`src/hw/rtl/rvpc_pkg.sv`:
```
// rvpc_pkg: types, character codes and helper functions for the release
// version parse/compare block; used by every rtl file of the block but rvpc_if
package rvpc_pkg;

   localparam int unsigned NUM_WIDTH = 20;
   localparam int unsigned PROD_WIDTH = 24;
   localparam int unsigned TAG_LEN = 6;
   localparam int unsigned TAG_IDX_WIDTH = 3;

   localparam logic [7:0] CHAR_ZERO = 8'h30;
   localparam logic [7:0] CHAR_NINE = 8'h39;
   localparam logic [7:0] CHAR_DOT = 8'h2e;
   localparam logic [7:0] CHAR_DASH = 8'h2d;
   localparam logic [7:0] CHAR_LOWER_R = 8'h72;
   localparam logic [7:0] CHAR_LOWER_C = 8'h63;
   localparam logic [7:0] CHAR_LOWER_V = 8'h76;
   localparam logic [7:0] CHAR_UPPER_V = 8'h56;

   localparam logic KIND_LATEST = 1'b0;
   localparam logic KIND_CURRENT = 1'b1;

   typedef enum logic [2:0] {
      PH_MAJOR,
      PH_MINOR,
      PH_PATCH,
      PH_MARKER,
      PH_BUILD,
      PH_REST
   } phase_type;

   typedef enum logic [1:0] {
      PFX_OPEN,
      PFX_R,
      PFX_DONE
   } prefix_type;

   typedef enum logic [1:0] {
      DASH_IDLE,
      DASH_SEEN,
      DASH_R
   } dash_type;

   typedef struct packed {
      prefix_type prefix;
      dash_type   dash;
      logic       cand;
   } rest_track_type;

   typedef struct packed {
      logic [7:0] character;
      logic       which_string;
      logic       has_char;
      logic       last;
   } item_type;

   typedef struct packed {
      logic [NUM_WIDTH-1:0] major;
      logic [NUM_WIDTH-1:0] minor;
      logic [NUM_WIDTH-1:0] patch;
      logic [NUM_WIDTH-1:0] build;
   } tuple_type;

   typedef struct packed {
      logic      string_kind;
      logic      parsed_ok;
      tuple_type nums;
      logic      release_candidate;
      logic      newer;
   } result_type;

   function automatic logic [7:0] tag_char(input logic [TAG_IDX_WIDTH-1:0] idx);
      logic [7:0] ch;
      unique case (idx)
         3'd0: ch = 8'h2d;
         3'd1: ch = 8'h6c;
         3'd2: ch = 8'h65;
         3'd3: ch = 8'h78;
         3'd4: ch = 8'h69;
         3'd5: ch = 8'h2e;
         default: ch = 8'h00;
      endcase
      return ch;
   endfunction

   // candidate trackers over the trailing text
   function automatic rest_track_type track_rest(input logic [7:0] c,
                                                 input rest_track_type t);
      rest_track_type r;
      r = t;
      priority case (t.prefix)
         PFX_OPEN: r.prefix = (c == CHAR_LOWER_R) ? PFX_R : PFX_DONE;
         PFX_R: begin
            if (c == CHAR_LOWER_C) r.cand = 1'b1;
            r.prefix = PFX_DONE;
         end
         default: r.prefix = t.prefix;
      endcase
      if (c == CHAR_DASH) begin
         r.dash = DASH_SEEN;
      end else if (t.dash == DASH_SEEN && c == CHAR_LOWER_R) begin
         r.dash = DASH_R;
      end else begin
         if (t.dash == DASH_R && c == CHAR_LOWER_C) r.cand = 1'b1;
         r.dash = DASH_IDLE;
      end
      return r;
   endfunction

endpackage

```
`src/hw/rtl/rvpc_if.sv`:
```
// rvpc_req_if / rvpc_rsp_if: valid/ready channels of the version block
// depends on nothing; field widths follow the block's item layout
interface rvpc_req_if;
   logic       valid;
   logic       ready;
   logic [7:0] character;
   logic       which_string;
   logic       has_char;
   logic       last;

   modport source(output valid, character, which_string, has_char, last, input ready);
   modport sink(input valid, character, which_string, has_char, last, output ready);
endinterface

interface rvpc_rsp_if;
   logic        valid;
   logic        ready;
   logic        string_kind;
   logic        parsed_ok;
   logic [19:0] major_number;
   logic [19:0] minor_number;
   logic [19:0] patch_number;
   logic [19:0] build_number;
   logic        release_candidate;
   logic        newer;

   modport source(output valid, string_kind, parsed_ok, major_number, minor_number,
                  patch_number, build_number, release_candidate, newer, input ready);
   modport sink(input valid, string_kind, parsed_ok, major_number, minor_number,
                patch_number, build_number, release_candidate, newer, output ready);
endinterface

```
`src/hw/rtl/rvpc_in_stage.sv`:
```
// rvpc_in_stage: input register for one request beat
// depends on rvpc_pkg and rvpc_req_if
module rvpc_in_stage (
   input  logic              clock,
   input  logic              reset,
   rvpc_req_if.sink          req,
   input  logic              fire,
   output logic              item_valid,
   output rvpc_pkg::item_type item
);
   import rvpc_pkg::*;

   logic     valid_ff;
   logic     valid_in;
   item_type item_ff;

   assign req.ready = !valid_ff || fire;
   assign valid_in = req.ready ? req.valid : valid_ff;

   always_ff @(posedge clock) begin
      if (reset) begin
         valid_ff <= 1'b0;
      end else begin
         valid_ff <= valid_in;
      end
   end

   always_ff @(posedge clock) begin
      if (req.valid && req.ready) begin
         item_ff <= '{character: req.character, which_string: req.which_string,
                      has_char: req.has_char, last: req.last};
      end
   end

   assign item_valid = valid_ff;
   assign item = item_ff;
endmodule

```
`src/hw/rtl/rvpc_compare.sv`:
```
// rvpc_compare: decides whether the saved latest version replaces the current one
// depends on rvpc_pkg
module rvpc_compare (
   input  rvpc_pkg::tuple_type saved,
   input  logic                saved_eligible,
   input  rvpc_pkg::tuple_type cur,
   input  logic                cur_ok,
   input  logic                cur_rc,
   output logic                newer
);
   import rvpc_pkg::*;

   always_comb begin
      if (!saved_eligible) begin
         newer = 1'b0;
      end else if (!cur_ok) begin
         newer = 1'b1;
      end else if (saved.major != cur.major) begin
         newer = saved.major > cur.major;
      end else if (saved.minor != cur.minor) begin
         newer = saved.minor > cur.minor;
      end else if (saved.patch != cur.patch) begin
         newer = saved.patch > cur.patch;
      end else if (saved.build != cur.build) begin
         newer = saved.build > cur.build;
      end else begin
         newer = cur_rc;
      end
   end
endmodule

```
`src/hw/rtl/rvpc_parser.sv`:
```
// rvpc_parser: per-character parse state, end-of-string result and saved latest
// depends on rvpc_pkg and rvpc_compare
module rvpc_parser #(
   parameter int unsigned COMPONENT_LIMIT = 1000000
) (
   input  logic                 clock,
   input  logic                 reset,
   input  logic                 fire,
   input  rvpc_pkg::item_type   item,
   output rvpc_pkg::result_type result
);
   import rvpc_pkg::*;

   localparam logic [PROD_WIDTH-1:0] LIMIT = PROD_WIDTH'(COMPONENT_LIMIT);

   phase_type                phase_ff, phase_in;
   logic                     first_ff, first_in;
   logic [NUM_WIDTH-1:0]     accum_ff, accum_in;
   logic                     seen_ff, seen_in;
   logic                     failed_ff, failed_in;
   tuple_type                work_ff, work_in;
   logic [TAG_IDX_WIDTH-1:0] tag_idx_ff, tag_idx_in;
   rest_track_type           track_ff, track_in;
   tuple_type                saved_ff, saved_in;
   logic                     eligible_ff, eligible_in;

   logic [7:0]           c;
   logic                 is_digit;
   logic [PROD_WIDTH-1:0] prod;
   logic                 over;
   phase_type            ph;
   logic [TAG_IDX_WIDTH-1:0] mi;
   logic                 ok;
   tuple_type            cur;
   logic                 cur_rc;
   logic                 newer;

   assign c = item.character;
   assign is_digit = (c >= CHAR_ZERO) && (c <= CHAR_NINE);
   assign prod = {1'b0, accum_ff, 3'b000} + {3'b000, accum_ff, 1'b0}
               + {{(PROD_WIDTH-4){1'b0}}, c[3:0]};
   assign over = prod > LIMIT;

   always_comb begin
      phase_in = phase_ff;
      first_in = first_ff;
      accum_in = accum_ff;
      seen_in = seen_ff;
      failed_in = failed_ff;
      work_in = work_ff;
      tag_idx_in = tag_idx_ff;
      track_in = track_ff;
      saved_in = saved_ff;
      eligible_in = eligible_ff;
      ph = phase_ff;
      mi = tag_idx_ff;

      if (fire && item.has_char && !failed_ff) begin
         first_in = 1'b0;
         if (!(first_ff && (c == CHAR_LOWER_V || c == CHAR_UPPER_V))) begin
            if (ph == PH_PATCH && !is_digit && seen_ff) begin
               work_in.patch = accum_ff;
               ph = PH_MARKER;
               mi = '0;
            end
            unique case (ph)
               PH_MAJOR, PH_MINOR: begin
                  if (is_digit) begin
                     if (over) failed_in = 1'b1;
                     else begin
                        accum_in = prod[NUM_WIDTH-1:0];
                        seen_in = 1'b1;
                     end
                  end else if (!seen_ff || c != CHAR_DOT) begin
                     failed_in = 1'b1;
                  end else begin
                     if (ph == PH_MAJOR) begin
                        work_in.major = accum_ff;
                        phase_in = PH_MINOR;
                     end else begin
                        work_in.minor = accum_ff;
                        phase_in = PH_PATCH;
                     end
                     accum_in = '0;
                     seen_in = 1'b0;
                  end
               end
               PH_PATCH: begin
                  if (is_digit) begin
                     if (over) failed_in = 1'b1;
                     else begin
                        accum_in = prod[NUM_WIDTH-1:0];
                        seen_in = 1'b1;
                     end
                  end else begin
                     failed_in = 1'b1;
                  end
               end
               PH_MARKER: begin
                  track_in = track_rest(c, track_ff);
                  if (mi < TAG_IDX_WIDTH'(TAG_LEN) && c == tag_char(mi)) begin
                     tag_idx_in = mi + TAG_IDX_WIDTH'(1);
                     phase_in = PH_MARKER;
                     if (mi == TAG_IDX_WIDTH'(TAG_LEN - 1)) begin
                        phase_in = PH_BUILD;
                        track_in.prefix = PFX_OPEN;
                        track_in.dash = DASH_IDLE;
                        accum_in = '0;
                        seen_in = 1'b0;
                     end
                  end else begin
                     tag_idx_in = mi;
                     phase_in = PH_REST;
                  end
               end
               PH_BUILD: begin
                  if (is_digit) begin
                     if (over) failed_in = 1'b1;
                     else begin
                        accum_in = prod[NUM_WIDTH-1:0];
                        seen_in = 1'b1;
                     end
                  end else begin
                     work_in.build = accum_ff;
                     phase_in = PH_REST;
                     track_in = track_rest(c, track_ff);
                  end
               end
               PH_REST: track_in = track_rest(c, track_ff);
               default: phase_in = phase_ff;
            endcase
         end
      end

      // end of string: close the open field and build the result beat
      cur = work_in;
      if (phase_in == PH_PATCH) cur.patch = accum_in;
      if (phase_in == PH_BUILD) cur.build = accum_in;
      ok = !failed_in && ((phase_in == PH_PATCH && seen_in) || phase_in == PH_MARKER
                          || phase_in == PH_BUILD || phase_in == PH_REST);
      if (!ok) cur = '0;
      cur_rc = ok && track_in.cand;

      if (fire && item.last) begin
         if (item.which_string == KIND_LATEST) begin
            saved_in = cur;
            eligible_in = ok && (cur.build != '0) && !cur_rc;
         end
         phase_in = PH_MAJOR;
         first_in = 1'b1;
         accum_in = '0;
         seen_in = 1'b0;
         failed_in = 1'b0;
         work_in = '0;
         tag_idx_in = '0;
         track_in = '{prefix: PFX_OPEN, dash: DASH_IDLE, cand: 1'b0};
      end
   end

   rvpc_compare u_compare (
      .saved          (saved_ff),
      .saved_eligible (eligible_ff),
      .cur            (cur),
      .cur_ok         (ok),
      .cur_rc         (cur_rc),
      .newer          (newer)
   );

   assign result = '{string_kind: item.which_string, parsed_ok: ok, nums: cur,
                     release_candidate: cur_rc,
                     newer: (item.which_string == KIND_CURRENT) && newer};

   always_ff @(posedge clock) begin
      if (reset) begin
         phase_ff <= PH_MAJOR;
         first_ff <= 1'b1;
         accum_ff <= '0;
         seen_ff <= 1'b0;
         failed_ff <= 1'b0;
         work_ff <= '0;
         tag_idx_ff <= '0;
         track_ff <= '{prefix: PFX_OPEN, dash: DASH_IDLE, cand: 1'b0};
         eligible_ff <= 1'b0;
      end else begin
         phase_ff <= phase_in;
         first_ff <= first_in;
         accum_ff <= accum_in;
         seen_ff <= seen_in;
         failed_ff <= failed_in;
         work_ff <= work_in;
         tag_idx_ff <= tag_idx_in;
         track_ff <= track_in;
         eligible_ff <= eligible_in;
      end
   end

   always_ff @(posedge clock) begin
      saved_ff <= saved_in;
   end
endmodule

```
`src/hw/rtl/release_version_parse_compare_core.sv`:
```
// release_version_parse_compare_core: parses a latest and a current version
// string one byte per beat and reports parse results and the newer flag
// depends on rvpc_pkg, rvpc_if, rvpc_in_stage and rvpc_parser
//
// usage
//   req_bus carries one byte per beat (character, which_string, has_char,
//   last); a latest string is sent first, then one or more current strings
//   rsp_bus carries one result beat for every request beat with last set;
//   newer is only ever set on results for a current string
//   throughput: one request beat per cycle while no final beat waits for
//   the result register; each character updates the parse state between
//   the input register and the result register
//   each result is registered from the final byte in the input register
//   reset: clears the parse state and forgets the saved latest
//   stall: the result register holds while rsp_bus.ready is low; beats that
//   end no string keep flowing, and a final beat waits in the input
//   register until the result register frees up
module release_version_parse_compare_core #(
   parameter int unsigned COMPONENT_LIMIT = 1000000
) (
   input  logic        clock,
   input  logic        reset,
   rvpc_req_if.sink    req_bus,
   rvpc_rsp_if.source  rsp_bus
);
   import rvpc_pkg::*;

   logic       item_valid;
   item_type   item;
   logic       out_free;
   logic       fire;
   result_type result;

   logic       rsp_valid_ff, rsp_valid_in;
   result_type rsp_data_ff;

   assign out_free = !rsp_valid_ff || rsp_bus.ready;
   assign fire = item_valid && (!item.last || out_free);

   rvpc_in_stage u_in_stage (
      .clock      (clock),
      .reset      (reset),
      .req        (req_bus),
      .fire       (fire),
      .item_valid (item_valid),
      .item       (item)
   );

   rvpc_parser #(
      .COMPONENT_LIMIT (COMPONENT_LIMIT)
   ) u_parser (
      .clock  (clock),
      .reset  (reset),
      .fire   (fire),
      .item   (item),
      .result (result)
   );

   assign rsp_valid_in = out_free ? (fire && item.last) : rsp_valid_ff;

   always_ff @(posedge clock) begin
      if (reset) begin
         rsp_valid_ff <= 1'b0;
      end else begin
         rsp_valid_ff <= rsp_valid_in;
      end
   end

   always_ff @(posedge clock) begin
      if (fire && item.last) begin
         rsp_data_ff <= result;
      end
   end

   assign rsp_bus.valid = rsp_valid_ff;
   assign rsp_bus.string_kind = rsp_data_ff.string_kind;
   assign rsp_bus.parsed_ok = rsp_data_ff.parsed_ok;
   assign rsp_bus.major_number = rsp_data_ff.nums.major;
   assign rsp_bus.minor_number = rsp_data_ff.nums.minor;
   assign rsp_bus.patch_number = rsp_data_ff.nums.patch;
   assign rsp_bus.build_number = rsp_data_ff.nums.build;
   assign rsp_bus.release_candidate = rsp_data_ff.release_candidate;
   assign rsp_bus.newer = rsp_data_ff.newer;

   a_rsp_from_item: assert property (@(posedge clock) disable iff (reset)
      $rose(rsp_valid_ff) |-> $past(item_valid && item.last))
      else $error("result beat without a final request beat");

   a_newer_on_current: assert property (@(posedge clock) disable iff (reset)
      (rsp_bus.valid && rsp_bus.newer) |-> (rsp_bus.string_kind == KIND_CURRENT))
      else $error("newer set on a latest result");

   a_fail_zero: assert property (@(posedge clock) disable iff (reset)
      (rsp_bus.valid && !rsp_bus.parsed_ok) |->
         (rsp_bus.major_number == '0 && rsp_bus.build_number == '0
          && !rsp_bus.release_candidate))
      else $error("failed parse carries nonzero fields");

   a_ready_when_empty: assert property (@(posedge clock) disable iff (reset)
      !item_valid |-> req_bus.ready)
      else $error("input stage empty but not ready");
endmodule

```
`src/flat_wrapper.sv`:
```
// flat-port wrapper written by rule: the top's interface ports become plain ports
module release_version_parse_compare_core_flat import rvpc_pkg::*;
#(
   parameter int unsigned COMPONENT_LIMIT = 1000000
)
  (clock, reset, req_bus_valid, req_bus_character, req_bus_which_string, req_bus_has_char, req_bus_last, req_bus_ready, rsp_bus_valid, rsp_bus_string_kind, rsp_bus_parsed_ok, rsp_bus_major_number, rsp_bus_minor_number, rsp_bus_patch_number, rsp_bus_build_number, rsp_bus_release_candidate, rsp_bus_newer, rsp_bus_ready);
  rvpc_req_if req_bus_i ();
  rvpc_rsp_if rsp_bus_i ();
  input  logic clock;
  input  logic reset;
  input wire logic [$bits(req_bus_i.valid)-1:0] req_bus_valid;
  input wire logic [$bits(req_bus_i.character)-1:0] req_bus_character;
  input wire logic [$bits(req_bus_i.which_string)-1:0] req_bus_which_string;
  input wire logic [$bits(req_bus_i.has_char)-1:0] req_bus_has_char;
  input wire logic [$bits(req_bus_i.last)-1:0] req_bus_last;
  output wire logic [$bits(req_bus_i.ready)-1:0] req_bus_ready;
  output wire logic [$bits(rsp_bus_i.valid)-1:0] rsp_bus_valid;
  output wire logic [$bits(rsp_bus_i.string_kind)-1:0] rsp_bus_string_kind;
  output wire logic [$bits(rsp_bus_i.parsed_ok)-1:0] rsp_bus_parsed_ok;
  output wire logic [$bits(rsp_bus_i.major_number)-1:0] rsp_bus_major_number;
  output wire logic [$bits(rsp_bus_i.minor_number)-1:0] rsp_bus_minor_number;
  output wire logic [$bits(rsp_bus_i.patch_number)-1:0] rsp_bus_patch_number;
  output wire logic [$bits(rsp_bus_i.build_number)-1:0] rsp_bus_build_number;
  output wire logic [$bits(rsp_bus_i.release_candidate)-1:0] rsp_bus_release_candidate;
  output wire logic [$bits(rsp_bus_i.newer)-1:0] rsp_bus_newer;
  input wire logic [$bits(rsp_bus_i.ready)-1:0] rsp_bus_ready;
  assign req_bus_i.valid = req_bus_valid;
  assign req_bus_i.character = req_bus_character;
  assign req_bus_i.which_string = req_bus_which_string;
  assign req_bus_i.has_char = req_bus_has_char;
  assign req_bus_i.last = req_bus_last;
  assign req_bus_ready = req_bus_i.ready;
  assign rsp_bus_valid = rsp_bus_i.valid;
  assign rsp_bus_string_kind = rsp_bus_i.string_kind;
  assign rsp_bus_parsed_ok = rsp_bus_i.parsed_ok;
  assign rsp_bus_major_number = rsp_bus_i.major_number;
  assign rsp_bus_minor_number = rsp_bus_i.minor_number;
  assign rsp_bus_patch_number = rsp_bus_i.patch_number;
  assign rsp_bus_build_number = rsp_bus_i.build_number;
  assign rsp_bus_release_candidate = rsp_bus_i.release_candidate;
  assign rsp_bus_newer = rsp_bus_i.newer;
  assign rsp_bus_i.ready = rsp_bus_ready;
  release_version_parse_compare_core #(.COMPONENT_LIMIT(COMPONENT_LIMIT)) u_core (.clock(clock), .reset(reset), .req_bus(req_bus_i), .rsp_bus(rsp_bus_i));
endmodule
```
`config.mk`:
```
export PLATFORM = sky130hd
export DESIGN_NAME = release_version_parse_compare_core_flat
export DESIGN_NICKNAME = d
export VERILOG_FILES = /design/src/hw/rtl/rvpc_pkg.sv /design/src/hw/rtl/rvpc_if.sv /design/src/hw/rtl/rvpc_in_stage.sv /design/src/hw/rtl/rvpc_compare.sv /design/src/hw/rtl/rvpc_parser.sv /design/src/hw/rtl/release_version_parse_compare_core.sv /design/src/flat_wrapper.sv
export SDC_FILE = /design/constraint.sdc
export NUM_CORES = 1
export LEC_CHECK = 0
export ABC_AREA = 1
export ABC_CLOCK_PERIOD_IN_PS = 7400
export BUFFER_PORTS_ARGS = -buffer_cell sky130_fd_sc_hd__buf_2
export CAP_MARGIN = 20
export CORE_MARGIN = 2
export CORE_UTILIZATION = 63
export CTS_BUF_LIST = sky130_fd_sc_hd__clkbuf_4
export DETAILED_ROUTE_END_ITERATION = 16
export PLACE_DENSITY = 0.81
export SLEW_MARGIN = 20
export SYNTH_ARGS = -nofsm -noshare
export SYNTH_HDL_FRONTEND = slang
export SYNTH_SLANG_ARGS = --single-unit
```
`constraint.sdc`:
```
create_clock -name clock -period 7.4 [get_ports clock]
set_input_delay 1.85 -clock clock [delete_from_list [all_inputs] [get_ports clock]]
set_output_delay 1.85 -clock clock [all_outputs]
set_load 0.02 [all_outputs]
```
# After elaboration in Yosys (flattened, before gate mapping)
# Index checks and enable logic that the tools add are counted.
# Widths: inputs -> output; s select.
word_totals:
  in_bits: 15
  reg_bits: 292
  word_cells: 200
  output_inout_bits: 86
op_classes:
  n_mux: 80
  bitwise_logic: 2
  n_addsub: 3
  n_eq_ne: 30
  order_cmp: 8
  n_reduce_logical: 45
op_table:
  columns: ["cell", "count"]
  rows:
  - ["$mux 20", 15]
  - ["$mux 80", 3]
  - ["$mux 40", 3]
  - ["$gt 20x20->1", 4]
  - ["$ne 20x20->1", 4]
  - ["$pmux 20 s3", 1]
  - ["$mux 3", 14]
  - ["$pmux 7 s6", 1]
  - ["$eq 8x7->1 const B", 4]
  - ["$mux 1", 28]
  - ["$add 23x21->24", 1]
  - ["$add 24x4->24", 1]
  - ["$gt 24x20->1 const B", 1]
  - ["$mux 8", 3]
  - ["$eq 3x2->1 const B", 7]
  - ["$reduce_bool 20->1", 1]
  - ["$eq 3x3->1 const B", 6]
  - ["$logic_and 1x1->1", 18]
  - ["$pmux 5 s3", 1]
  - ["$pmux 3 s3", 1]
  - ["$eq 8x6->1 const B", 1]
  - ["$eq 8x8->1", 1]
  - ["$ge 8x6->1 const B", 1]
  - ["$le 8x6->1 const B", 1]
  - ["other kinds (22)", 47]

# Depth between registers and ports, before layout
# Gate-level depths: netlist of the first run.
depth:
  ltp_word: 34
  ltp_mapped: 40
  ltp_nobuf: 39

# Hierarchy
# A second synthesis of the first run with hierarchy kept.
unflattened:
  hier_cells: 1893
  area_unflattened_um2: 15743.8
modules_own_cells:
  columns: ["mod", "cells_per_inst", "n_inst", "seq_area_each_um2", "area_each_um2"]
  rows:
  - ["rvpc_parser", 1409, 1, 4704.5, 10533.9]
  - ["release_version_parse_compare_core", 97, 1, 2542.4, 2591.2]
  - ["rvpc_compare", 370, 1, 0.0, 2240.9]
  - ["rvpc_in_stage", 17, 1, 350.3, 377.9]

# Worst setup path before layout of the first run
# OpenSTA, ideal clock, no wires.
synth_timing:
  path_kind: "input to register"
  from: "in rsp_bus_ready"
  to: "reg u_core.u_parser.eligible_ff"
  required_ps: 7334
  n_path_buf: 0
  path_stages: 10
  setup_slack_ps: 1151
  setup_time_ps: 66
  t_arrival_ps: 6183
  path_cell_list: "nor2_1 > nand2_1 > nand2_1 > inv_1 > nand2_1 > nor2_1 > inv_1 > nor3_1 > nand2_1 > a21oi_2"
synth_between:
  elab_chain_cells: 16
  word_cells_on_any_way: 30
  cone_classes: "4 x eq/ne; 8 x mux; 18 x reduce/logical"
synth_lines:
  columns: ["item", "line", "source"]
  rows:
  - ["start, declared", "flat_wrapper.sv:26", "input wire logic [$bits(rsp_bus_i.ready)-1:0] rsp_bus_ready;"]
  - ["$logic_or 1x1->1 *", "release_version_parse_compare_core.sv:37", "assign out_free = !rsp_valid_ff || rsp_bus.ready;"]
  - ["$logic_or 1x1->1 *", "release_version_parse_compare_core.sv:38", "assign fire = item_valid && (!item.last || out_free);"]
  - ["$logic_and 1x1->1 *", "release_version_parse_compare_core.sv:38", null]
  - ["$logic_and 1x1->1 (2 in a row)", "rvpc_parser.sv:58", "if (fire && item.has_char && !failed_ff) begin"]
  - ["$mux 3", "rvpc_parser.sv:58", null]
  - ["$eq 3x2->1", "rvpc_parser.sv:139", "ok = !failed_in && ((phase_in == PH_PATCH && seen_in) || phase_in == PH_MARKER"]
  - ["$logic_and 1x1->1", "rvpc_parser.sv:139", null]
  - ["$logic_or 1x1->1", "rvpc_parser.sv:139", null]
  - ["$logic_or 1x1->1 (2 in a row)", "rvpc_parser.sv:140", "|| phase_in == PH_BUILD || phase_in == PH_REST);"]
  - ["$logic_and 1x1->1", "rvpc_parser.sv:139", null]
  - ["$mux 80", "rvpc_parser.sv:141", "if (!ok) cur = '0;"]
  - ["$reduce_bool 20->1", "rvpc_parser.sv:147", "eligible_in = ok && (cur.build != '0) && !cur_rc;"]
  - ["$logic_and 1x1->1 (2 in a row)", "rvpc_parser.sv:147", null]
  - ["end signal, assigned", "rvpc_parser.sv:193", "eligible_ff <= eligible_in;"]
  - ["end, declared", "rvpc_parser.sv:25", "logic eligible_ff, eligible_in;"]
# Mark *: on every way between the ends. The rest lies on a longest branch, timed or not.
# A chain may end at the register's enable or synchronous reset.

==> results of run 1 <==
-- cells in the mapped netlist (2+ instances only) --
cell type	count
nand2_4	6
nor2_2	17
buf_4	2
nand4_1	25
buf_6	2
xor2_1	4
clkbuf_1	28
nor3_1	12
nand3b_1	4
nand2_2	11
mux2i_1	28
nand2_1	362
o211ai_1	4
a21oi_1	129
o221ai_1	4
inv_1	231
a2111oi_0	2
a22oi_2	2
a211oi_1	4
inv_2	11
and2_1	10
clkinv_1	2
dfxtp_1	117
edfxtp_1	175
o21ai_0	23
fa_1	2
a21oi_2	3
nand3_2	2
buf_1	2
nor4_1	3
nor2_1	278
nor2_4	3
nand3_1	118
a31oi_1	3
ha_1	124
buf_2	10
-- cell families (layout without fill, tap and decap cells) --
family          Yosys count  count (layout)  share of synthesized area
simple gates            859             859                     0.2409
xor+xnor                  5               5                   0.002848
buf+inv                 288             491                    0.07259
fa+ha+maj               126             126                     0.1035
compound gates          185             185                    0.06779
other cells               0               1                          0
flops                   292             292                     0.4941
mux                      28              28                    0.01823
-- layer usage --
metal  share of wire  vias up  wire length (um)
met1            0.40     5842             15730
met5               0        -                 0
met3           0.089      139              3482
met2            0.45      650             17720
li1                -     6223                 -
met4           0.058        0              2260
-- path summary, 6_finish.rpt --
path,start,end,slack (ps),depth (start not counted)
hold / removal,u_core.u_parser.eligible_ff,u_core.u_parser.eligible_ff,480,2
setup / recovery,u_core.u_in_stage.item[6],u_core.rsp_bus.newer,690,26
setup reg to reg,u_core.u_in_stage.item[6],u_core.rsp_bus.newer,690,26
hold reg to reg,u_core.u_parser.eligible_ff,u_core.u_parser.eligible_ff,480,2
-- worst max-delay path, delay by kind of cell (launching register included) --
kind	cells	cell delay [ps]
fa+ha+maj	3	1400
buf+inv	3	870
xor+xnor	1	300
flops	1	440
simple gates	15	2930
compound gates	4	660
-- flip-flops by register name, summed over array words and instances, names as in the netlist, 3 cells and up --
| register | flops |
|---|---|
| u_core.u_parser.track_ff | 5 |
| u_core.rsp_bus.major_number | 20 |
| u_core.rsp_bus.patch_number | 20 |
| u_core.u_parser.accum_ff | 20 |
| u_core.u_in_stage.item | 11 |
| u_core.u_parser.work_ff | 80 |
| u_core.rsp_bus.minor_number | 20 |
| u_core.u_parser.tag_idx_ff | 3 |
| u_core.rsp_bus.build_number | 20 |
| u_core.u_parser.phase_ff | 3 |
| u_core.u_parser.saved_ff | 80 |
-- power groups by stage --
stage               sequential, W  clock, W  combinational (W)
floorplan                 0.00179         0          0.0000512
global route              0.00174   0.00153           0.000105
finish                    0.00174   0.00143          0.0000958
CTS                       0.00174   0.00145          0.0000955
detailed placement        0.00178         0          0.0000947
global placement          0.00178         0          0.0000923
-- per-stage QoR --
step / total power [W] / std cells
after floorplan: 0.001843 / 1783
after global placement: 0.001871 / 2178
after detailed placement: 0.001874 / 2178
after CTS: 0.003290 / 2310
after global routing: 0.003380 / 2311
final: 0.003270 / 2311
-- final cells by class --
type,instances,area [sq um]
fillers,1888,6893
clock inverters,26,205.2
inverters,244,917.1
repair buffers,115,613.1
multi-input cells,1203,6676
clock buffers,106,795.8
flip-flops and latches,292,7597
diodes,1,2.502
well taps,324,405.4
==> impl_metrics.env, run 1 <==
export IMPL_cts_sinks=292
export IMPL_rsz0062_at_grt="no"
export IMPL_syn_area_sq_um=15370
export IMPL_p_int_w=0.002532
export IMPL_switching_share=0.2257
export IMPL_slew_limit_headroom=0.2511
export IMPL_place_gp_congestion=1.000
export IMPL_viasPerCell=5.562
export IMPL_synthCells=1783
export IMPL_ios=101
export IMPL_synthDominantCellAreaShare=0.3418
export IMPL_synth_fp_nets=1924
export IMPL_slowest_stage="inv_1"
export IMPL_hold_class="flip-flop to flip-flop"
export IMPL_power_switching_w=0.0007379
export IMPL_postCtsSetupBuffers=0
export IMPL_ctsHoldBuffers=0
export IMPL_routed_wl_mm=39.19
export IMPL_final_cell_mix="nand2_1, nor2_1, inv_1"
export IMPL_synth_avg_cell_area_sq_um=8.623
export IMPL_grt_busiest_layer="met2"
export IMPL_yosysTopAreaCell="edfxtp_1"
export IMPL_p_per_area_nw_per_um2=190.0
export IMPL_ys_ff_latch=292
export IMPL_cts_root_buf="clkbuf_4"
export IMPL_drive_gt1_frac=0.1495
export IMPL_ys_seq_area_frac=0.4941
export IMPL_vias=12850
export IMPL_cp_max_fo=48
export IMPL_cts_repair_resized=0
export IMPL_outcome="completed"
export IMPL_dp_slack_ps=755.2
export IMPL_skew_ps=89.55
export IMPL_power_frac_seq=0.533
export IMPL_fmax_ghz=0.1491
export IMPL_tns_ps=0
export IMPL_grt_max_degree=106
export IMPL_die_w_um=160.2
export IMPL_detail_route_antenna_nets=0
export IMPL_area_growth_pct=11.96
export IMPL_synth_ff_type="edfxtp_1"
export IMPL_placed_cell_area_sq_um=16210
export IMPL_wl_per_cell_um=16.96
export IMPL_place_port_buffers=100
export IMPL_drt_pass1_iter_count=7
export IMPL_finalSetupViolations=0
export IMPL_slew_viol_final=0
export IMPL_stdcell_area_sq_um=17210
export IMPL_cts_tree="built"
export IMPL_drtIter0Drc=1311
export IMPL_initial_core_util=0.6378
export IMPL_arrival_ps=7250
export IMPL_clockPowerShare=0.437
export IMPL_ys_warn_count=0
export IMPL_ys_types=56
export IMPL_clkTransAtPathRegs_ps=70
export IMPL_grt_pass1_wl_mm=61.42
export IMPL_rows=57
export IMPL_layout_min_cycle_time_ps=6708
export IMPL_hold_worst_slack_ps=478.4
export IMPL_grt_use_met3=0.06468
export IMPL_layout_commonest_cell="nand2_1"
export IMPL_async_flop_share=0
export IMPL_drc=0
export IMPL_clk_path_buf_depth=3
export IMPL_overflow=0
export IMPL_cts_made_buffers=73
export IMPL_synth_edf_count=175
export IMPL_clk_latency_ps=710
export IMPL_p_leak_nw=7.710
export IMPL_synth_area_leaders="edfxtp_1, dfxtp_1, ha_1"
export IMPL_antenna_found_initial=1
export IMPL_grt_pass1_vias=12120
export IMPL_critPathCaptureType="flip-flop"
export IMPL_die_area_sq_um=25670
export IMPL_worst_setup_path_start_kind="flip-flop"
export IMPL_dp_hpwl_mm=29.02
export IMPL_core_area_sq_um=24110
export IMPL_use_met2=0.4835
export IMPL_use_met1=0.3921
export IMPL_final_hold_viol_count=0
export IMPL_crit_type="flip-flop to flip-flop"
export IMPL_ir_drop_uv=145.7
export IMPL_min_period_over_period=0.9065
export IMPL_finalWorstSetupSlack_ps=691.8
export IMPL_grt_use_total=0.3050
export IMPL_critPathRequiredTime_ps=7940
export IMPL_postLayoutCoreUtil=0.7141
export IMPL_cp_slowest_stage_delay_ps=670
export IMPL_tightest_slew_ps=1123
export IMPL_htreeDepth=3
export IMPL_fp_dieH_um=160.2
export IMPL_drv_cap=0
export IMPL_power_frac_comb=0.029
export IMPL_num_nets_final=2070
No activity file was read; power rests on OpenSTA's default activity.
==> run 2, diff against run 1 <==
--- a/config.mk
+++ b/config.mk
@@ -13,6 +13,7 @@
 export CORE_UTILIZATION = 63
 export CTS_BUF_LIST = sky130_fd_sc_hd__clkbuf_4
 export DETAILED_ROUTE_END_ITERATION = 16
+export MAX_ROUTING_LAYER = met4
 export PLACE_DENSITY = 0.81
 export SLEW_MARGIN = 20
 export SYNTH_ARGS = -nofsm -noshare
==> run 2 against run 1 <==
- critical path depth decreased by 1
- power about the same
- hold slack got worse by 9.6 ps
- clock-buffer cell count increased by 2
- largest power group unchanged
- fmax increased by 2.4%
- largest cell class unchanged
- register-to-register slack improved by 150 ps
- highest routed layer unchanged
==> impl_metrics.env, run 2 (synthesis results as in run 1) <==
export IMPL_outcome="completed"
export IMPL_postLayoutCoreUtil=0.7141
export IMPL_drtIter0Drc=1260
export IMPL_critPathCaptureType="flip-flop"
export IMPL_slew_viol_final=0
export IMPL_grt_pass1_vias=12350
export IMPL_cp_max_fo=43
export IMPL_viasPerCell=5.639
export IMPL_slowest_stage="inv_1"
export IMPL_fmax_ghz=0.1526
export IMPL_min_period_over_period=0.8856
export IMPL_p_leak_nw=7.711
export IMPL_dp_hpwl_mm=29.21
export IMPL_grt_pass1_wl_mm=62.68
export IMPL_tns_ps=0
export IMPL_totalPowerFinal_w=0.003269
export IMPL_clk_latency_ps=700
export IMPL_drc=0
export IMPL_initial_core_util=0.6378
export IMPL_vias=13070
export IMPL_final_hold_viol_count=0
export IMPL_cts_sinks=292
export IMPL_cts_root_buf="clkbuf_4"
export IMPL_finalSetupViolations=0
export IMPL_postCtsSetupBuffers=0
export IMPL_area_growth_pct=11.96
export IMPL_hold_class="flip-flop to flip-flop"
export IMPL_layout_commonest_cell="nand2_1"
export IMPL_grt_max_degree=106
export IMPL_ios=101
export IMPL_clk_path_buf_depth=3
export IMPL_arrival_ps=7080
export IMPL_slew_limit_headroom=0.2376
export IMPL_drive_gt1_frac=0.1511
export IMPL_layout_min_cycle_time_ps=6554
export IMPL_wl_per_cell_um=17.19
export IMPL_detail_route_antenna_nets=0
export IMPL_stdcell_area_sq_um=17210
export IMPL_clkTransAtPathRegs_ps=70
export IMPL_rows=57
export IMPL_crit_type="flip-flop to flip-flop"
export IMPL_p_per_area_nw_per_um2=189.9
export IMPL_die_w_um=160.2
export IMPL_antenna_found_initial=1
export IMPL_place_port_buffers=100
export IMPL_overflow=0
export IMPL_ctsHoldBuffers=0
export IMPL_place_gp_congestion=1.017
export IMPL_fp_dieH_um=160.2
export IMPL_grt_use_total=0.3201
export IMPL_rsz0062_at_grt="no"
export IMPL_core_area_sq_um=24110
export IMPL_cts_tree="built"
export IMPL_reg_largest_list="u_core.u_parser.saved_ff (80), u_core.u_parser.work_ff (80)"
export IMPL_drv_cap=0
export IMPL_ir_drop_uv=186.0
export IMPL_worst_setup_path_start_kind="flip-flop"
export IMPL_cts_repair_resized=0
export IMPL_htreeDepth=3
export IMPL_tightest_slew_ps=1144
export IMPL_cts_made_buffers=76
export IMPL_placed_cell_area_sq_um=16190
export IMPL_final_cell_mix="nand2_1, nor2_1, inv_1"
export IMPL_critPathRequiredTime_ps=7930
export IMPL_routed_wl_mm=39.83
export IMPL_cp_slowest_stage_delay_ps=620
export IMPL_die_area_sq_um=25670
export IMPL_drt_pass1_iter_count=5
export IMPL_skew_ps=59.71
export IMPL_num_nets_final=2071
run 2: changes by cell type in the layout (fill, tap and decap cells not counted), moves of 2 or more:
cell      previous run  this run
buf_4               15        13
clkinv_2             6         9
clkinv_1            16        19
clkbuf_4           106       108
run 2: metrics by stage:
step                worst slack [ps]  instances  hold slack, ps
floorplan                       1151       1783           435.1
global placement                1015       2176           449.9
detailed placement             876.2       2176           460.9
CTS                            932.3       2316           470.4
global route                   334.3       2317           489.6
finish                         846.4       2317           468.7
run 2: area by class of cell:
| class | count | area, sq um |
|---|---|---|
| Antenna cell | 1 | 2.502 |
| Timing Repair Buffer | 113 | 598.1 |
| Tap cell | 324 | 405.4 |
| Fill cell | 1882 | 6892 |
| Clock inverter | 32 | 201.4 |
| Multi-Input combinational cell | 1203 | 6681 |
| Inverter | 244 | 917.1 |
| Clock buffer | 108 | 810.8 |
| Sequential cell | 292 | 7597 |
run 2: report_power, final:
part	switching (W)	total [W]	internal, W
logic	0.0000703	0.0000956	0.0000253
registers	0.0000106	0.00174	0.00173
clock network	0.000675	0.00143	0.000755
total	0.000756	0.00327	0.00251
run 2: worst max-delay path, delay by kind of cell (launching register included):
| family | cells | cell delay [ps] |
|---|---|---|
| xor gates and xnor gates | 1 | 290 |
| adders and majority gates | 4 | 1520 |
| buffers and inverters | 1 | 620 |
| DFF | 1 | 530 |
| and+or+nand+nor | 15 | 2780 |
| AOI/OAI and AO/OA | 4 | 620 |
run 2: worst paths after layout:
check / startpoint / endpoint / slack (ps) / depth (start not counted)
worst max-delay path: u_core.u_in_stage.item[5] / u_core.rsp_bus.newer / 850 / 25
worst min-delay path: u_core.u_parser.first_ff / u_core.u_parser.first_ff / 470 / 2
worst max register to register: u_core.u_in_stage.item[5] / u_core.rsp_bus.newer / 850 / 25
worst min register to register: u_core.u_parser.first_ff / u_core.u_parser.first_ff / 470 / 2
run 2: layer usage:
layer	global-route usage	up-vias	routed length [um]
li1	-	6222	-
met1	0.3977	6099	15960
met2	0.5173	619	18820
met3	0.06000	125	3392
met4	0.1355	0	1648
met5	-	-	0
==> run 3, diff against run 2 <==
--- a/config.mk
+++ b/config.mk
@@ -5,7 +5,7 @@
 export SDC_FILE = /design/constraint.sdc
 export NUM_CORES = 1
 export LEC_CHECK = 0
-export ABC_AREA = 1
+export ABC_AREA = 0
 export ABC_CLOCK_PERIOD_IN_PS = 7400
 export BUFFER_PORTS_ARGS = -buffer_cell sky130_fd_sc_hd__buf_2
 export CAP_MARGIN = 20
==> run 3 against run 2 <==
- cell area rose by 2.1%
- final cell count fell by 13%
- non-clock buffer count rose by 54
- sequential share of layout area fell by 0.89 points
- critical path type unchanged
- sequential power barely moved
- die area fell by 0.77%
- critical path depth rose by 6
- clock power barely moved
==> impl_metrics.env, run 3 <==
export IMPL_multi_input_area_sq_um=7133
export IMPL_hold_class="flip-flop to flip-flop"
export IMPL_num_nets_final=1787
export IMPL_syn_area_sq_um=15250
export IMPL_critPathCaptureType="flip-flop"
export IMPL_htreeDepth=3
export IMPL_synth_most_common_cell="edfxtp_1"
export IMPL_cp_slowest_stage_delay_ps=560
export IMPL_finalWorstSetupSlack_ps=245.0
export IMPL_critPathRequiredTime_ps=7810
export IMPL_slew_limit_headroom=0.3389
export IMPL_grt_use_total=0.3279
export IMPL_synth_edf_count=175
export IMPL_ys_seq_area_frac=0.4981
export IMPL_fmax_ghz=0.1398
export IMPL_synthDominantCellAreaShare=0.3445
export IMPL_grt_pass1_vias=11780
export IMPL_grt_pass1_wl_mm=63.76
export IMPL_drive_gt1_frac=0.1958
export IMPL_die_area_sq_um=25470
export IMPL_dp_slack_ps=18.53
export IMPL_outcome="completed"
export IMPL_p_leak_nw=7.310
export IMPL_drc=0
export IMPL_final_cell_mix="edfxtp_1, nor2_1, ha_1"
export IMPL_area_growth_pct=15.24
export IMPL_tightest_slew_ps=982.6
export IMPL_cts_made_buffers=75
export IMPL_clk_path_buf_depth=3
export IMPL_clk_latency_ps=700
export IMPL_place_port_buffers=100
export IMPL_min_period_over_period=0.9669
export IMPL_place_gp_congestion=0.9901
export IMPL_synthTopCellsByCount="edfxtp_1, nor2_1, ha_1"
export IMPL_ys_warn_count=0
export IMPL_yosysTopAreaCell="edfxtp_1"
export IMPL_synth_ff_type="edfxtp_1"
export IMPL_cts_sinks=292
export IMPL_ir_drop_uv=207.9
export IMPL_ios=101
export IMPL_layout_commonest_cell="edfxtp_1"
export IMPL_initial_core_util=0.6460
export IMPL_detail_route_antenna_nets=0
export IMPL_reg_largest_list="u_core.u_parser.saved_ff (80), u_core.u_parser.work_ff (80)"
export IMPL_ff_latch_area_sq_um=7601
export IMPL_layout_min_cycle_time_ps=7155
export IMPL_worst_setup_path_start_kind="flip-flop"
export IMPL_synthCells=1466
export IMPL_cp_max_fo=15
export IMPL_drtIter0Drc=1145
export IMPL_skew_ps=39.60
export IMPL_overflow=0
export IMPL_ctsHoldBuffers=0
export IMPL_drt_pass1_iter_count=5
export IMPL_slew_viol_final=0
export IMPL_cts_tree="built"
export IMPL_core_area_sq_um=23610
export IMPL_drv_cap=0
export IMPL_fp_dieH_um=159.6
export IMPL_ys_types=84
export IMPL_vias=12210
export IMPL_grt_max_degree=86
export IMPL_synth_area_leaders="edfxtp_1, dfxtp_1, ha_1"
export IMPL_routed_wl_mm=40.54
export IMPL_dp_hpwl_mm=29.48
export IMPL_final_hold_viol_count=0
export IMPL_wl_per_cell_um=20.00
export IMPL_crit_top_cell="a21o_1"
export IMPL_antenna_found_initial=1
export IMPL_rows=56
export IMPL_tns_ps=0
export IMPL_p_per_area_nw_per_um2=189.6
export IMPL_cts_root_buf="clkbuf_4"
export IMPL_synth_fp_nets=1607
export IMPL_clkTransAtPathRegs_ps=70
export IMPL_finalSetupViolations=0
export IMPL_async_flop_share=0
export IMPL_crit_type="flip-flop to flip-flop"
export IMPL_nFillCells=1665
export IMPL_ys_ff_latch=292
export IMPL_viasPerCell=6.023
export IMPL_slowest_stage="fa_1"
export IMPL_die_w_um=159.6
export IMPL_arrival_ps=7570
export IMPL_synth_avg_cell_area_sq_um=10.40
-- run 3: power breakdown --
group | switching, W | internal, W
registers | 0.0000154 | 0.00175
logic | 0.0000862 | 0.0000398
clock network | 0.000677 | 0.000767
-- run 3: logic make-up (layout without fill, tap and decap cells) --
logic type,count (synthesis),after routing,synth area share
buffers and inverters,164,404,0.04069
adders and majority gates,126,126,0.1043
xor gates and xnor gates,13,13,0.007465
muxes,64,64,0.04208
and+or+nand+nor,497,497,0.1652
AOI/OAI and AO/OA,310,310,0.1422
DFF,292,292,0.4981
other,0,2,0
-- run 3: area by class of cell --
class / count / share of cell area
Timing Repair Buffer: 167 / 0.06008
Sequential cell: 292 / 0.4324
Multi-Input combinational cell: 1010 / 0.4058
Tap cell: 319 / 0.02271
Inverter: 100 / 0.02135
Clock buffer: 111 / 0.04741
Antenna cell: 2 / 0.0002847
Clock inverter: 26 / 0.009965
-- run 3: path summary, 6_finish.rpt --
kind                               start                       end  slack [ps]  depth (start not counted)
max          u_core.u_parser.accum_ff[0]      u_core.rsp_bus.newer         250                         31
min             u_core.u_parser.first_ff  u_core.u_parser.first_ff         450                          1
min reg2reg     u_core.u_parser.first_ff  u_core.u_parser.first_ff         450                          1
max reg2reg  u_core.u_parser.accum_ff[0]      u_core.rsp_bus.newer         250                         31
-- run 3: critical path: cells and delay by family, from the launching register on --
kind / cells / cell delay, ps
AOI/OAI and AO/OA: 16 / 2960
adders and majority gates: 3 / 1330
buffers and inverters: 5 / 640
DFF: 1 / 360
and+or+nand+nor: 7 / 1570
-- run 3: metal layers --
layer / vias to the layer above / GRT usage / wire (um)
met5: - / - / 0
met4: 0 / 0.1260 / 1425
met3: 105 / 0.04871 / 2971
met2: 527 / 0.5045 / 18680
met1: 5809 / 0.4421 / 17460
li1: 5768 / - / -
-- run 3: what timing repair did --
item,in CTS,in global routing
buffers inserted,0,4
setup endpoints to repair,0,1
resized for setup,0,21
-- run 3: per-stage QoR --
stage | util | hold slack [ps] | cell area [sq um] | power [W] | std cells
floorplan | - | 417.6 | 15260 | 0.001878 | 1466
global route | 0.7444 | 473.6 | 17580 | 0.003448 | 2027
CTS | 0.7381 | 446.4 | 17430 | 0.003350 | 2020
global placement | 0.6954 | 427.5 | 16420 | 0.001917 | 1883
detailed placement | 0.6954 | 434.0 | 16420 | 0.001921 | 1883
finish | 0.7444 | 449.1 | 17580 | 0.003332 | 2027
